### config.mk
export PLATFORM = sky130hd
export DESIGN_NAME = weighted_interleave_sequencer_core
export DESIGN_NICKNAME = d
export VERILOG_FILES = /design/src/rtl/wis_pkg.sv /design/src/rtl/weighted_interleave_sequencer_core.sv /design/src/rtl/wis_dp.sv /design/src/rtl/wis_ctrl.sv
export SDC_FILE = /design/constraint.sdc
export NUM_CORES = 1
export LEC_CHECK = 0
export BUFFER_PORTS_ARGS = -buffer_cell sky130_fd_sc_hd__buf_4
export CORE_ASPECT_RATIO = 1.75
export CORE_MARGIN = 4
export CORE_UTILIZATION = 55
export CTS_BUF_LIST = sky130_fd_sc_hd__clkbuf_4
export CTS_CLUSTER_SIZE = 20
export DETAILED_ROUTE_END_ITERATION = 8
export PLACE_DENSITY = 0.74
export SLEW_MARGIN = 20
export SYNTH_ARGS = -nofsm -noshare
export SYNTH_HDL_FRONTEND = slang
export SYNTH_HIERARCHICAL = 1
export SYNTH_SLANG_ARGS = --single-unit
### constraint.sdc
create_clock -name clk -period 12.16 [get_ports clk]
set_input_delay 2.432 -clock clk [delete_from_list [all_inputs] [get_ports clk]]
set_output_delay 2.432 -clock clk [all_outputs]
set_load 0.005 [all_outputs]
### src/rtl/wis_pkg.sv
package wis_pkg;

  localparam int MAX_ENTRIES = 16;
  localparam int IDX_W       = $clog2(MAX_ENTRIES);
  localparam int TOT_W       = $clog2(MAX_ENTRIES + 1);
  localparam int MAX_CYCLE   = 48;
  localparam int RESULT_MAX  = 48;
  localparam int CAP         = (MAX_CYCLE < RESULT_MAX) ? MAX_CYCLE : RESULT_MAX;
  localparam int CNT_W       = 8;
  localparam int SUM_W       = 12;
  localparam int DVD_W       = 15;
  localparam int DEN_W       = 13;
  localparam int DIV_STEPS   = DVD_W;
  localparam int STEP_W      = $clog2(DIV_STEPS + 1);
  localparam int POS_W       = 6;
  localparam int EMIT_W      = 6;
  localparam int D_W         = 20;

  typedef struct packed {
    logic [7:0] component_id;
    logic [7:0] weight;
    logic       last_entry;
  } in_item_t;

  typedef struct packed {
    logic [7:0] sequence_id;
    logic       last_of_run;
  } out_item_t;

  typedef enum logic [4:0] {
    OP_IDLE,
    OP_STORE,
    OP_GINIT,
    OP_GLD,
    OP_GSTEP,
    OP_DLD,
    OP_DSTEP,
    OP_DWR,
    OP_SINIT,
    OP_SLD,
    OP_SWR,
    OP_MINIT,
    OP_MSCAN,
    OP_MDEC,
    OP_EINIT,
    OP_ESCAN,
    OP_EOUT,
    OP_ENEXT
  } dp_op_t;

  typedef struct packed {
    dp_op_t op;
  } dp_cmd_t;

  typedef struct packed {
    logic idx_last;
    logic gb_zero;
    logic div_done;
    logic sum_gt_cap;
    logic best_le1;
    logic out_busy;
    logic pos_last;
  } dp_sts_t;

endpackage

### src/rtl/weighted_interleave_sequencer_core.sv
// Channel | Direction | Handshake            | Payload
// in      | input     | in_valid / in_stall   | in_item  (component_id, weight, last_entry)
// out     | output    | out_valid / out_stall | out_item (sequence_id, last_of_run)
//
// List entries are taken one per cycle while in_stall is low. On the last entry
// the block stalls its input while a gcd pass (subtractive, per entry), a 15-step
// divider pass per entry, an optional rescale pass and largest-count trim run;
// each position then scans every stored entry and passes through the output
// register. Reset is synchronous, active low. A stalled output holds its item
// and pauses the sequence; the input stays stalled until the run ends.
module weighted_interleave_sequencer_core (
  input  logic                clk,
  input  logic                rst_n,
  input  logic                in_valid,
  output logic                in_stall,
  input  wis_pkg::in_item_t   in_item,
  output logic                out_valid,
  input  logic                out_stall,
  output wis_pkg::out_item_t  out_item
);
  import wis_pkg::*;

  dp_cmd_t cmd;
  dp_sts_t sts;

  wis_ctrl u_ctrl (
    .clk       (clk),
    .rst_n     (rst_n),
    .in_valid  (in_valid),
    .in_last   (in_item.last_entry),
    .in_stall  (in_stall),
    .out_stall (out_stall),
    .sts       (sts),
    .cmd       (cmd)
  );

  wis_dp u_dp (
    .clk       (clk),
    .rst_n     (rst_n),
    .cmd       (cmd),
    .sts       (sts),
    .in_item   (in_item),
    .out_valid (out_valid),
    .out_stall (out_stall),
    .out_item  (out_item)
  );

endmodule

### src/rtl/wis_dp.sv
module wis_dp (
  input  logic              clk,
  input  logic              rst_n,
  input  wis_pkg::dp_cmd_t  cmd,
  output wis_pkg::dp_sts_t  sts,
  input  wis_pkg::in_item_t in_item,
  output logic              out_valid,
  input  logic              out_stall,
  output wis_pkg::out_item_t out_item
);
  import wis_pkg::*;

  logic [7:0]        id_r   [MAX_ENTRIES];
  logic [CNT_W-1:0]  cnt_r  [MAX_ENTRIES];
  logic [EMIT_W-1:0] emit_r [MAX_ENTRIES];

  logic [TOT_W-1:0]  total_r;
  logic              anynz_r;
  logic [IDX_W-1:0]  idx_r;
  logic [CNT_W-1:0]  ga_r, gb_r, g_r;
  logic [SUM_W-1:0]  sum_r, old_r;
  logic [DEN_W-1:0]  rem_r, den_r;
  logic [DVD_W-1:0]  quo_r;
  logic [STEP_W-1:0] step_r;
  logic [IDX_W-1:0]  best_r;
  logic [CNT_W-1:0]  bcnt_r;
  logic signed [D_W-1:0] bdef_r;
  logic              bvalid_r;
  logic [POS_W-1:0]  pos_r;
  logic              out_valid_r;
  out_item_t         out_r;

  logic [CNT_W-1:0]  cur_cnt, eff;
  logic              act, idx_last;
  logic [IDX_W-1:0]  idx_inc;
  logic [DEN_W:0]    div_t, div_diff;
  logic              div_ge;
  logic [SUM_W-1:0]  limit;
  logic [CNT_W-1:0]  q8, qmin1;
  logic [POS_W:0]    p1;
  logic [14:0]       prod1;
  logic [17:0]       prod2;
  logic signed [D_W-1:0] dcur;

  // Current entry view
  assign cur_cnt  = cnt_r[idx_r];
  assign act      = !anynz_r || (cur_cnt != '0);
  assign eff      = anynz_r ? cur_cnt : CNT_W'(1);
  assign idx_last = (TOT_W'(idx_r) == total_r - TOT_W'(1));
  assign idx_inc  = idx_last ? '0 : idx_r + IDX_W'(1);

  // Restoring divider step
  assign div_t    = {rem_r, quo_r[DVD_W-1]};
  assign div_ge   = div_t >= {1'b0, den_r};
  assign div_diff = div_t - {1'b0, den_r};
  assign q8       = quo_r[CNT_W-1:0];
  assign qmin1    = (quo_r == '0) ? CNT_W'(1) : q8;

  // Deficit of the current entry
  assign p1    = {1'b0, pos_r} + (POS_W+1)'(1);
  assign prod1 = 15'(p1) * 15'(cur_cnt);
  assign prod2 = 18'(emit_r[idx_r]) * 18'(sum_r);
  assign dcur  = $signed(D_W'(prod1)) - $signed(D_W'(prod2));

  assign limit = (sum_r > SUM_W'(CAP)) ? SUM_W'(CAP) : sum_r;

  assign sts.idx_last   = idx_last;
  assign sts.gb_zero    = (gb_r == '0);
  assign sts.div_done   = (step_r == STEP_W'(DIV_STEPS));
  assign sts.sum_gt_cap = (sum_r > SUM_W'(CAP));
  assign sts.best_le1   = (bcnt_r <= CNT_W'(1));
  assign sts.out_busy   = out_valid_r;
  assign sts.pos_last   = (SUM_W'(pos_r) + SUM_W'(1) == limit);

  assign out_valid = out_valid_r;
  assign out_item  = out_r;

  // Control registers
  always_ff @(posedge clk) begin
    if (!rst_n) begin
      total_r     <= '0;
      anynz_r     <= 1'b0;
      idx_r       <= '0;
      pos_r       <= '0;
      out_valid_r <= 1'b0;
      bvalid_r    <= 1'b0;
      sum_r       <= '0;
      step_r      <= '0;
    end else begin
      if (out_valid_r && !out_stall) out_valid_r <= 1'b0;
      case (cmd.op)
        OP_STORE: begin
          if (total_r < TOT_W'(MAX_ENTRIES)) begin
            total_r <= total_r + TOT_W'(1);
            if (in_item.weight != '0) anynz_r <= 1'b1;
          end
        end
        OP_GINIT: idx_r <= '0;
        OP_GSTEP: begin
          if (gb_r == '0) begin
            idx_r <= idx_inc;
            if (idx_last) sum_r <= '0;
          end
        end
        OP_DLD:   step_r <= '0;
        OP_DSTEP: step_r <= step_r + STEP_W'(1);
        OP_DWR: begin
          if (act) sum_r <= sum_r + SUM_W'(q8);
          idx_r <= idx_inc;
        end
        OP_SINIT: begin
          sum_r <= '0;
          idx_r <= '0;
        end
        OP_SLD: step_r <= '0;
        OP_SWR: begin
          if (act) sum_r <= sum_r + SUM_W'(qmin1);
          idx_r <= idx_inc;
        end
        OP_MINIT: begin
          idx_r    <= '0;
          bvalid_r <= 1'b0;
        end
        OP_MSCAN: begin
          if (act && (!bvalid_r || cur_cnt > bcnt_r)) bvalid_r <= 1'b1;
          idx_r <= idx_inc;
        end
        OP_MDEC: sum_r <= sum_r - SUM_W'(1);
        OP_EINIT: begin
          pos_r    <= '0;
          idx_r    <= '0;
          bvalid_r <= 1'b0;
        end
        OP_ESCAN: begin
          if (act && (!bvalid_r || dcur > bdef_r)) bvalid_r <= 1'b1;
          idx_r <= idx_inc;
        end
        OP_EOUT: begin
          out_valid_r <= 1'b1;
          bvalid_r    <= 1'b0;
        end
        OP_ENEXT: begin
          if (sts.pos_last) begin
            total_r <= '0;
            anynz_r <= 1'b0;
            pos_r   <= '0;
          end else begin
            pos_r <= pos_r + POS_W'(1);
          end
          idx_r <= '0;
        end
        default: ;
      endcase
    end
  end

  // Payload registers and entry stores
  always_ff @(posedge clk) begin
    case (cmd.op)
      OP_STORE: begin
        if (total_r < TOT_W'(MAX_ENTRIES)) begin
          id_r[total_r[IDX_W-1:0]]  <= in_item.component_id;
          cnt_r[total_r[IDX_W-1:0]] <= in_item.weight;
        end
      end
      OP_GINIT: g_r <= '0;
      OP_GLD: begin
        ga_r <= g_r;
        gb_r <= act ? eff : '0;
      end
      OP_GSTEP: begin
        if (gb_r == '0) begin
          g_r <= ga_r;
        end else if (ga_r >= gb_r) begin
          ga_r <= ga_r - gb_r;
        end else begin
          ga_r <= gb_r;
          gb_r <= ga_r;
        end
      end
      OP_DLD: begin
        rem_r <= '0;
        quo_r <= DVD_W'(eff);
        den_r <= DEN_W'(g_r);
      end
      OP_DSTEP: begin
        rem_r <= div_ge ? div_diff[DEN_W-1:0] : div_t[DEN_W-1:0];
        quo_r <= {quo_r[DVD_W-2:0], div_ge};
      end
      OP_DWR: if (act) cnt_r[idx_r] <= q8;
      OP_SINIT: old_r <= sum_r;
      OP_SLD: begin
        rem_r <= '0;
        quo_r <= DVD_W'(cur_cnt) * DVD_W'(2 * CAP) + DVD_W'(old_r);
        den_r <= {old_r, 1'b0};
      end
      OP_SWR: if (act) cnt_r[idx_r] <= qmin1;
      OP_MSCAN: begin
        if (act && (!bvalid_r || cur_cnt > bcnt_r)) begin
          best_r <= idx_r;
          bcnt_r <= cur_cnt;
        end
      end
      OP_MDEC: cnt_r[best_r] <= bcnt_r - CNT_W'(1);
      OP_EINIT: begin
        for (int i = 0; i < MAX_ENTRIES; i++) emit_r[i] <= '0;
      end
      OP_ESCAN: begin
        if (act && (!bvalid_r || dcur > bdef_r)) begin
          best_r <= idx_r;
          bdef_r <= dcur;
        end
      end
      OP_EOUT: begin
        out_r.sequence_id <= id_r[best_r];
        out_r.last_of_run <= sts.pos_last;
        emit_r[best_r]    <= emit_r[best_r] + EMIT_W'(1);
      end
      default: ;
    endcase
  end

endmodule

### src/rtl/wis_ctrl.sv
module wis_ctrl (
  input  logic             clk,
  input  logic             rst_n,
  input  logic             in_valid,
  input  logic             in_last,
  output logic             in_stall,
  input  logic             out_stall,
  input  wis_pkg::dp_sts_t sts,
  output wis_pkg::dp_cmd_t cmd
);
  import wis_pkg::*;

  typedef enum logic [13:0] {
    S_LOAD  = 14'b00000000000001,
    S_GINIT = 14'b00000000000010,
    S_GLD   = 14'b00000000000100,
    S_GIT   = 14'b00000000001000,
    S_DLD   = 14'b00000000010000,
    S_DIV   = 14'b00000000100000,
    S_CHK   = 14'b00000001000000,
    S_SLD   = 14'b00000010000000,
    S_SDIV  = 14'b00000100000000,
    S_MCHK  = 14'b00001000000000,
    S_MSCAN = 14'b00010000000000,
    S_MDEC  = 14'b00100000000000,
    S_ESCAN = 14'b01000000000000,
    S_EWAIT = 14'b10000000000000
  } state_t;

  state_t state_r, state_nxt;

  assign in_stall = (state_r != S_LOAD);

  // Sequence the list build and emission
  always_comb begin
    state_nxt = state_r;
    cmd.op    = OP_IDLE;
    case (state_r)
      S_LOAD: begin
        if (in_valid) begin
          cmd.op = OP_STORE;
          if (in_last) state_nxt = S_GINIT;
        end
      end
      S_GINIT: begin
        cmd.op    = OP_GINIT;
        state_nxt = S_GLD;
      end
      S_GLD: begin
        cmd.op    = OP_GLD;
        state_nxt = S_GIT;
      end
      S_GIT: begin
        cmd.op = OP_GSTEP;
        if (sts.gb_zero) state_nxt = sts.idx_last ? S_DLD : S_GLD;
      end
      S_DLD: begin
        cmd.op    = OP_DLD;
        state_nxt = S_DIV;
      end
      S_DIV: begin
        if (!sts.div_done) begin
          cmd.op = OP_DSTEP;
        end else begin
          cmd.op    = OP_DWR;
          state_nxt = sts.idx_last ? S_CHK : S_DLD;
        end
      end
      S_CHK: begin
        if (sts.sum_gt_cap) begin
          cmd.op    = OP_SINIT;
          state_nxt = S_SLD;
        end else begin
          cmd.op    = OP_EINIT;
          state_nxt = S_ESCAN;
        end
      end
      S_SLD: begin
        cmd.op    = OP_SLD;
        state_nxt = S_SDIV;
      end
      S_SDIV: begin
        if (!sts.div_done) begin
          cmd.op = OP_DSTEP;
        end else begin
          cmd.op    = OP_SWR;
          state_nxt = sts.idx_last ? S_MCHK : S_SLD;
        end
      end
      S_MCHK: begin
        if (sts.sum_gt_cap) begin
          cmd.op    = OP_MINIT;
          state_nxt = S_MSCAN;
        end else begin
          cmd.op    = OP_EINIT;
          state_nxt = S_ESCAN;
        end
      end
      S_MSCAN: begin
        cmd.op = OP_MSCAN;
        if (sts.idx_last) state_nxt = S_MDEC;
      end
      S_MDEC: begin
        if (sts.best_le1) begin
          cmd.op    = OP_EINIT;
          state_nxt = S_ESCAN;
        end else begin
          cmd.op    = OP_MDEC;
          state_nxt = S_MCHK;
        end
      end
      S_ESCAN: begin
        cmd.op = OP_ESCAN;
        if (sts.idx_last) state_nxt = S_EWAIT;
      end
      S_EWAIT: begin
        // load the output once, then hold until taken
        if (!sts.out_busy) begin
          cmd.op = OP_EOUT;
        end else if (!out_stall) begin
          cmd.op    = OP_ENEXT;
          state_nxt = sts.pos_last ? S_LOAD : S_ESCAN;
        end
      end
      default: state_nxt = S_LOAD;
    endcase
  end

  always_ff @(posedge clk) begin
    if (!rst_n) begin
      state_r <= S_LOAD;
    end else begin
      state_r <= state_nxt;
    end
  end

endmodule

==> flow_results.xml, run 1 <==
<?xml version="1.0" encoding="UTF-8"?>
<metrics>
  <group name="status">
    <metric name="outcome" unit="">finished clean</metric>
  </group>
  <group name="drt">
    <metric name="routed_wirelength" unit="um">74800</metric>
    <metric name="dr.pass1.iters" unit="">6</metric>
    <metric name="postRouteAntennaNets" unit="">0</metric>
    <metric name="vias" unit="">19900</metric>
    <metric name="detail_route.wl_per_cell" unit="um">22.9</metric>
    <metric name="detail_route.drc_violations" unit="">0</metric>
    <metric name="initialDrtViolationCount" unit="">1553</metric>
    <metric name="avgViaCountPerCell" unit="">6.09</metric>
  </group>
  <group name="clocking">
    <metric name="ctsHtreeMaxLevel" unit="">3</metric>
    <metric name="clockBufferDepth" unit="">3</metric>
    <metric name="worst_setup_hold_path_clk_slew" unit="ns">0.07</metric>
    <metric name="cts-root-buf" unit="">sky130_fd_sc_hd__clkbuf_4</metric>
    <metric name="clkLatencyLatePin" unit="ns">0.94</metric>
    <metric name="hold_buffers" unit="">0</metric>
    <metric name="cts_buffer_count" unit="">116</metric>
    <metric name="cts_setup_buffers" unit="">0</metric>
    <metric name="clock_sink_count" unit="">525</metric>
    <metric name="post_cts_resize_count" unit="">0</metric>
    <metric name="clock_tree_from_tritoncts" unit="">yes</metric>
  </group>
  <group name="pwr">
    <metric name="swShare" unit="">0.271</metric>
    <metric name="total_leakage_power" unit="nW">12.1</metric>
    <metric name="net-switching-power" unit="mW">1.07</metric>
    <metric name="peakVddDrop" unit="mV">0.109</metric>
    <metric name="cellInternalPower" unit="mW">2.87</metric>
    <metric name="power_frac_seq" unit="">0.509</metric>
    <metric name="power_frac_clock" unit="">0.345</metric>
    <metric name="cell_pwr_density" unit="nW/um2">121</metric>
    <metric name="comb_power_share" unit="">0.145</metric>
  </group>
  <group name="logic_synthesis">
    <metric name="synth_edf_count" unit="">469</metric>
    <metric name="synth_area_per_cell" unit="um2">12.6</metric>
    <metric name="synth.lib_cells_used.distinct" unit="">94</metric>
    <metric name="mappedNetlistArea" unit="um2">30300</metric>
    <metric name="dominantRegCellSynth" unit="">sky130_fd_sc_hd__edfxtp_1</metric>
    <metric name="ys_seq_elements" unit="">525</metric>
    <metric name="async_flop_share" unit="">0</metric>
    <metric name="post_synth_inst_count" unit="">2405</metric>
    <metric name="yosys_warnings" unit="">6</metric>
    <metric name="sequential_fraction_of_the_synthesis_area" unit="">0.501</metric>
    <metric name="synth_net_count" unit="">2673</metric>
  </group>
  <group name="critical_path">
    <metric name="crit_path_end_kind" unit="">register</metric>
    <metric name="worst_ep_arrival_time" unit="ns">10.72</metric>
    <metric name="slowest_delay" unit="ns">0.78</metric>
    <metric name="cp_data_required_time" unit="ns">12.92</metric>
    <metric name="crit_path_frequent_cell" unit="">sky130_fd_sc_hd__inv_1</metric>
    <metric name="crit_path_top_delay_cell" unit="">sky130_fd_sc_hd__a21oi_1</metric>
    <metric name="cp_max_fo" unit="">32</metric>
    <metric name="worstSetupPathType" unit="">register to register</metric>
    <metric name="startpoint_type" unit="">register</metric>
  </group>
  <group name="placed_design">
    <metric name="dpl.hpwl" unit="um">55400</metric>
    <metric name="gpl.final_weighted_congestion" unit="">0.939</metric>
    <metric name="portBuffers" unit="">31</metric>
    <metric name="placed_cells" unit="">3043</metric>
    <metric name="placedInstanceArea" unit="um2">31100</metric>
  </group>
  <group name="global_routing">
    <metric name="wire_length_of_the_first_global_routing_pass" unit="um">116000</metric>
    <metric name="grt-ovfl-total" unit="">0</metric>
    <metric name="vias_in_the_first_global_route" unit="">20800</metric>
    <metric name="grt_antenna_before_repair" unit="">1</metric>
    <metric name="grtUsageTotal" unit="">0.257</metric>
    <metric name="grt_max_degree" unit="">57</metric>
  </group>
  <group name="sta">
    <metric name="maxClockFrequency" unit="MHz">100</metric>
    <metric name="setup_viol" unit="">0</metric>
    <metric name="finalMaxSlewViolations" unit="">0</metric>
    <metric name="timing.setup.tns" unit="ns">0</metric>
    <metric name="timing.final.crit_share" unit="">0.819</metric>
    <metric name="fin_crit" unit="ns">9.96</metric>
    <metric name="hold_violations" unit="">0</metric>
    <metric name="fin_skew" unit="ns">0.117</metric>
    <metric name="setup_repair_after_global_routing_missed_its_margin" unit="">no</metric>
    <metric name="timing.max_slew.rel_slack" unit="">0.202</metric>
    <metric name="tightest_slew" unit="ns">1.19</metric>
  </group>
  <group name="floorplanning">
    <metric name="effective_utilization_at_floorplan" unit="">0.557</metric>
    <metric name="placeableCoreArea" unit="um2">54400</metric>
    <metric name="die_footprint" unit="um2">59100</metric>
    <metric name="num_rows" unit="">113</metric>
    <metric name="io-pin-count" unit="">32</metric>
    <metric name="chipWidth" unit="um">186</metric>
    <metric name="die_y" unit="um">319</metric>
  </group>
  <group name="layout">
    <metric name="final_layout_size_suffix_gt1_frac" unit="">0.176</metric>
    <metric name="final_design_area_no_fill" unit="um2">32700</metric>
    <metric name="syn2layout_area_growth" unit="%">7.77</metric>
    <metric name="nets_finish" unit="">2740</metric>
    <metric name="fin_cells" unit="">3260</metric>
    <metric name="finalCoreUtilization" unit="">0.601</metric>
    <metric name="fill_cells" unit="">4176</metric>
  </group>
  <group name="hold_path">
    <metric name="worst_hold_path_startpoint" unit="">u_dp/step_r[1]</metric>
    <metric name="holdCritPathClass" unit="">register to register</metric>
  </group>
  <group name="flow_run">
    <metric name="max_cap_viol_count" unit="">0</metric>
  </group>
</metrics>
==> cell type report <==
cell class	instances	area [um2]	area share
antenna	1	2.50	0.0000765
clock buffer	164	1230	0.0377
clock inverter	51	275	0.00842
inverter	220	826	0.0253
multi-input combinational	1550	13800	0.423
sequential	525	15200	0.465
tap	690	863	0.0264
timing repair buffer	59	463	0.0142
==> placed cells by master, fill, tap and decap left out, drive strengths merged, types with 9 or more instances in the layout <==
cell / count
nor3: 38
nand2b: 27
inv: 221
a22oi: 11
mux2: 13
nor4b: 10
nand3: 43
a21o: 23
xor2: 32
and3: 12
edfxtp: 469
nand2: 218
fa: 103
nor2: 272
ha: 144
a21oi: 78
nor2b: 27
xnor2: 57
and2: 42
a31oi: 13
mux2i: 23
a211oi: 11
clkbuf: 164
mux4: 139
dfxtp: 56
nand4: 19
buf: 59
o21ai: 60
nor4: 14
o21a: 11
clkinv: 47
or3: 9
==> per-stage QoR <==
step / hold WS (ns) / worst slack [ns] / power (mW)
after floorplan: 0.431 / 3.52 / 2.46
after global placement: 0.466 / 2.38 / 2.59
after detailed placement: 0.486 / 2.14 / 2.61
after CTS: 0.496 / 2.12 / 3.98
after global routing: 0.523 / 1.67 / 4.15
final: 0.496 / 2.20 / 3.94
==> power by group through the flow <==
stage	logic, mW	clock network [mW]	registers, mW
2_1_floorplan	0.423	0	2.04
3_3_place_gp	0.542	0	2.05
6_report	0.573	1.36	2.01
5_1_grt	0.634	1.51	2.01
4_1_cts	0.564	1.41	2.01
3_5_place_dp	0.561	0	2.05
==> state kept, by name (all words and copies together), names as in the netlist, 9 cells and up, named ones only <==
signal and cells:
u_dp/sum_r 12, u_dp/quo_r 15, u_dp/id_r 128, u_dp/bdef_r 19, u_dp/cnt_r 128, u_dp/den_r 13, u_dp/emit_r 96, u_dp/out_item 9
u_dp/old_r 12, u_ctrl/state_r 14, u_dp/rem_r 13
==> layer usage <==
layer / routed length (um) / track usage
met1: 24100 / 0.268
met2: 40600 / 0.464
met3: 4440 / 0.0461
met4: 5580 / 0.165
met5: 0 / 0
==> cell usage after synthesis, drive strengths merged (12+ instances only) <==
master | number | area, um2
fa | 103 | 2060
mux2i | 23 | 230
nand4 | 19 | 119
xor2 | 32 | 318
o21ai | 60 | 312
mux4 | 139 | 3140
nor2b | 27 | 171
nor2 | 272 | 1060
nor4 | 14 | 154
a21o | 23 | 173
and3 | 12 | 75.1
ha | 144 | 1800
xnor2 | 57 | 526
edfxtp | 469 | 14100
buf | 48 | 312
a31oi | 13 | 81.3
inv | 219 | 822
and2 | 42 | 263
mux2 | 13 | 146
nand2 | 218 | 821
nand2b | 27 | 169
a21oi | 78 | 394
clkbuf | 62 | 234
nor3 | 38 | 200
dfxtp | 56 | 1120
nand3 | 43 | 243
==> cell families after synthesis <==
family                   count (synthesis)  synth area share
adder cells (fa/ha/maj)                247             0.127
XOR/XNOR                                90            0.0285
AND/OR/NAND/NOR                        762             0.121
multiplexers                           175             0.116
AO/OA/AOI/OAI                          276            0.0602
buffers and inverters                  330            0.0452
flip-flops                             525             0.501
==> worst max-delay path, delay by kind of cell, from the launching register on <==
| family | cells | cell delay, ns |
|---|---|---|
| adders and majority gates | 7 | 3.20 |
| AOI/OAI and AO/OA | 11 | 2.56 |
| muxes | 3 | 1.46 |
| buffers and inverters | 7 | 1.01 |
| DFF | 1 | 0.73 |
| and+or+nand+nor | 3 | 0.62 |
| xor gates and xnor gates | 1 | 0.17 |
==> final timing paths <==
kind / end / slack, ns / depth (start not counted)
worst max register to register: register / 2.20 / 32
worst max-delay path: register / 2.20 / 32
worst min-delay path: u_dp/step_r[1] / 0.50 / 2
worst min register to register: u_dp/step_r[1] / 0.50 / 2
No activity file was read; power rests on OpenSTA's default activity.
==> run 2, diff against run 1 <==
--- a/config.mk
+++ b/config.mk
@@ -12,7 +12,7 @@
 export CTS_BUF_LIST = sky130_fd_sc_hd__clkbuf_4
 export CTS_CLUSTER_SIZE = 20
 export DETAILED_ROUTE_END_ITERATION = 8
-export PLACE_DENSITY = 0.74
+export PLACE_DENSITY = 0.77
 export SLEW_MARGIN = 20
 export SYNTH_ARGS = -nofsm -noshare
 export SYNTH_HDL_FRONTEND = slang
==> constraint.sdc (replaced) <==
create_clock -name clk -period 8.7 [get_ports clk]
set_input_delay 1.74 -clock clk [delete_from_list [all_inputs] [get_ports clk]]
set_output_delay 1.74 -clock clk [all_outputs]
set_load 0.005 [all_outputs]
==> flow_results.xml, run 2 (same netlist as run 1, synthesis figures left out) <==
<?xml version="1.0" encoding="UTF-8"?>
<metrics>
  <group name="floorplanning">
    <metric name="num_rows" unit="">113</metric>
    <metric name="die_y" unit="um">319</metric>
    <metric name="placeableCoreArea" unit="um2">54400</metric>
    <metric name="io-pin-count" unit="">32</metric>
    <metric name="die_footprint" unit="um2">59100</metric>
    <metric name="effective_utilization_at_floorplan" unit="">0.557</metric>
    <metric name="chipWidth" unit="um">186</metric>
  </group>
  <group name="drt">
    <metric name="initialDrtViolationCount" unit="">1598</metric>
    <metric name="postRouteAntennaNets" unit="">0</metric>
    <metric name="vias" unit="">20400</metric>
    <metric name="routed_wirelength" unit="um">81700</metric>
    <metric name="detail_route.wl_per_cell" unit="um">24.6</metric>
    <metric name="detail_route.drc_violations" unit="">0</metric>
    <metric name="avgViaCountPerCell" unit="">6.12</metric>
    <metric name="dr.pass1.iters" unit="">7</metric>
  </group>
  <group name="global_routing">
    <metric name="vias_in_the_first_global_route" unit="">21500</metric>
    <metric name="grt-ovfl-total" unit="">0</metric>
    <metric name="grt_antenna_before_repair" unit="">3</metric>
    <metric name="grtUsageTotal" unit="">0.279</metric>
    <metric name="grt_max_degree" unit="">43</metric>
    <metric name="wire_length_of_the_first_global_routing_pass" unit="um">124000</metric>
  </group>
  <group name="placed_design">
    <metric name="placedInstanceArea" unit="um2">31500</metric>
    <metric name="gpl.final_weighted_congestion" unit="">1.01</metric>
    <metric name="placed_cells" unit="">3080</metric>
    <metric name="portBuffers" unit="">31</metric>
    <metric name="dpl.hpwl" unit="um">60800</metric>
  </group>
  <group name="critical_path">
    <metric name="crit_path_end_kind" unit="">register</metric>
    <metric name="cp_data_required_time" unit="ns">9.61</metric>
    <metric name="worst_ep_arrival_time" unit="ns">9.46</metric>
    <metric name="startpoint_type" unit="">register</metric>
    <metric name="crit_path_frequent_cell" unit="">sky130_fd_sc_hd__fa_1</metric>
    <metric name="slowest_delay" unit="ns">0.56</metric>
    <metric name="worstSetupPathType" unit="">register to register</metric>
    <metric name="cp_max_fo" unit="">6</metric>
    <metric name="crit_path_top_delay_cell" unit="">sky130_fd_sc_hd__fa_1</metric>
  </group>
  <group name="layout">
    <metric name="final_layout_size_suffix_gt1_frac" unit="">0.210</metric>
    <metric name="syn2layout_area_growth" unit="%">10.8</metric>
    <metric name="nets_finish" unit="">2805</metric>
    <metric name="final_design_area_no_fill" unit="um2">33600</metric>
    <metric name="final_common_cell" unit="">sky130_fd_sc_hd__edfxtp_1</metric>
    <metric name="fin_cells" unit="">3326</metric>
    <metric name="final_cell_mix" unit="">sky130_fd_sc_hd__edfxtp_1, sky130_fd_sc_hd__nor2_1, sky130_fd_sc_hd__nand2_1</metric>
  </group>
  <group name="sta">
    <metric name="timing.setup.tns" unit="ns">0</metric>
    <metric name="setup_repair_after_global_routing_missed_its_margin" unit="">yes</metric>
    <metric name="finalMaxSlewViolations" unit="">0</metric>
    <metric name="fin_crit" unit="ns">8.54</metric>
    <metric name="fin_skew" unit="ns">0.151</metric>
    <metric name="hold_violations" unit="">0</metric>
    <metric name="maxClockFrequency" unit="MHz">117</metric>
    <metric name="setup_viol" unit="">0</metric>
    <metric name="timing.final.crit_share" unit="">0.982</metric>
    <metric name="tightest_slew" unit="ns">1.21</metric>
    <metric name="timing.max_slew.rel_slack" unit="">0.191</metric>
  </group>
  <group name="clocking">
    <metric name="ctsHtreeMaxLevel" unit="">3</metric>
    <metric name="clock_sink_count" unit="">525</metric>
    <metric name="hold_buffers" unit="">0</metric>
    <metric name="cts_buffer_count" unit="">113</metric>
    <metric name="clock_tree_from_tritoncts" unit="">yes</metric>
    <metric name="clockBufferDepth" unit="">3</metric>
    <metric name="clkLatencyLatePin" unit="ns">1.03</metric>
    <metric name="worst_setup_hold_path_clk_slew" unit="ns">0.08</metric>
    <metric name="cts-root-buf" unit="">sky130_fd_sc_hd__clkbuf_4</metric>
  </group>
  <group name="flow_run">
    <metric name="max_cap_viol_count" unit="">0</metric>
  </group>
  <group name="pwr">
    <metric name="cell_pwr_density" unit="nW/um2">171</metric>
    <metric name="total_leakage_power" unit="nW">12.5</metric>
    <metric name="peakVddDrop" unit="mV">0.194</metric>
    <metric name="total_power" unit="mW">5.73</metric>
  </group>
  <group name="status">
    <metric name="outcome" unit="">finished clean</metric>
  </group>
  <group name="hold_path">
    <metric name="holdCritPathClass" unit="">register to register</metric>
  </group>
</metrics>
[run 2: changes by cell type in the layout (fill, tap and decap cells not counted), sizes merged]
cell    before  now
diode        1    2
bufinv       1    5
inv        221  222
clkbuf     164  150
clkinv      47   56
buf         59  124
[run 2: layout make-up]
cell class / instances / area (um2)
fillers: 4089 / 20800
flip-flops and latches: 525 / 15200
clock buffers: 147 / 1100
multi-input cells: 1550 / 14000
repair buffers: 127 / 1170
clock inverters: 65 / 468
diodes: 2 / 5.00
inverters: 220 / 826
well taps: 690 / 863
[run 2: final timing paths]
kind	startpoint	endpoint	slack, ns	depth (start not counted)
min	u_dp/step_r[1]	u_dp/step_r[1]	0.50	2
max reg2reg	register	register	0.16	34
max	register	register	0.16	34
min reg2reg	u_dp/step_r[1]	u_dp/step_r[1]	0.50	2
[run 2: worst max-delay path: cells and delay by family (launching register included)]
family                   cells  cell delay (ns)
adder cells (fa/ha/maj)      7             3.13
AO/OA/AOI/OAI               12             2.15
multiplexers                 3             1.32
buffers and inverters        9             0.91
flip-flops                   1             0.46
AND/OR/NAND/NOR              2             0.32
XOR/XNOR                     1             0.11
[run 2: per-layer routing]
layer / global-route usage / vias up / share of wire
met4: 0.210 / 2 / 0.095
li1: - / 9053 / -
met3: 0.0439 / 358 / 0.051
met5: 0 / - / 0.00021
met2: 0.508 / 886 / 0.54
met1: 0.276 / 10100 / 0.31
[run 2: through the flow]
stage	setup WS, ns	hold slack, ns	util
after floorplan	0.0639	0.431	-
after global placement	0.0942	0.467	0.578
after detailed placement	-0.0798	0.486	0.578
after CTS	0.00575	0.495	0.609
after global routing	-0.162	0.546	0.617
final	0.158	0.501	0.617
[run 2: where the power goes]
| group | switching, mW | internal [mW] | total (mW) |
|---|---|---|---|
| clock network | 1.03 | 0.970 | 2.00 |
| logic | 0.525 | 0.401 | 0.926 |
| registers | 0.0228 | 2.78 | 2.80 |
| total | 1.58 | 4.15 | 5.73 |
[run 2: timing repair]
item,4_1_cts,5_1_grt
buffers inserted,3,25
setup endpoints to repair,8,27
pin swaps,6,53
cloned,1,3
resized for setup,6,54
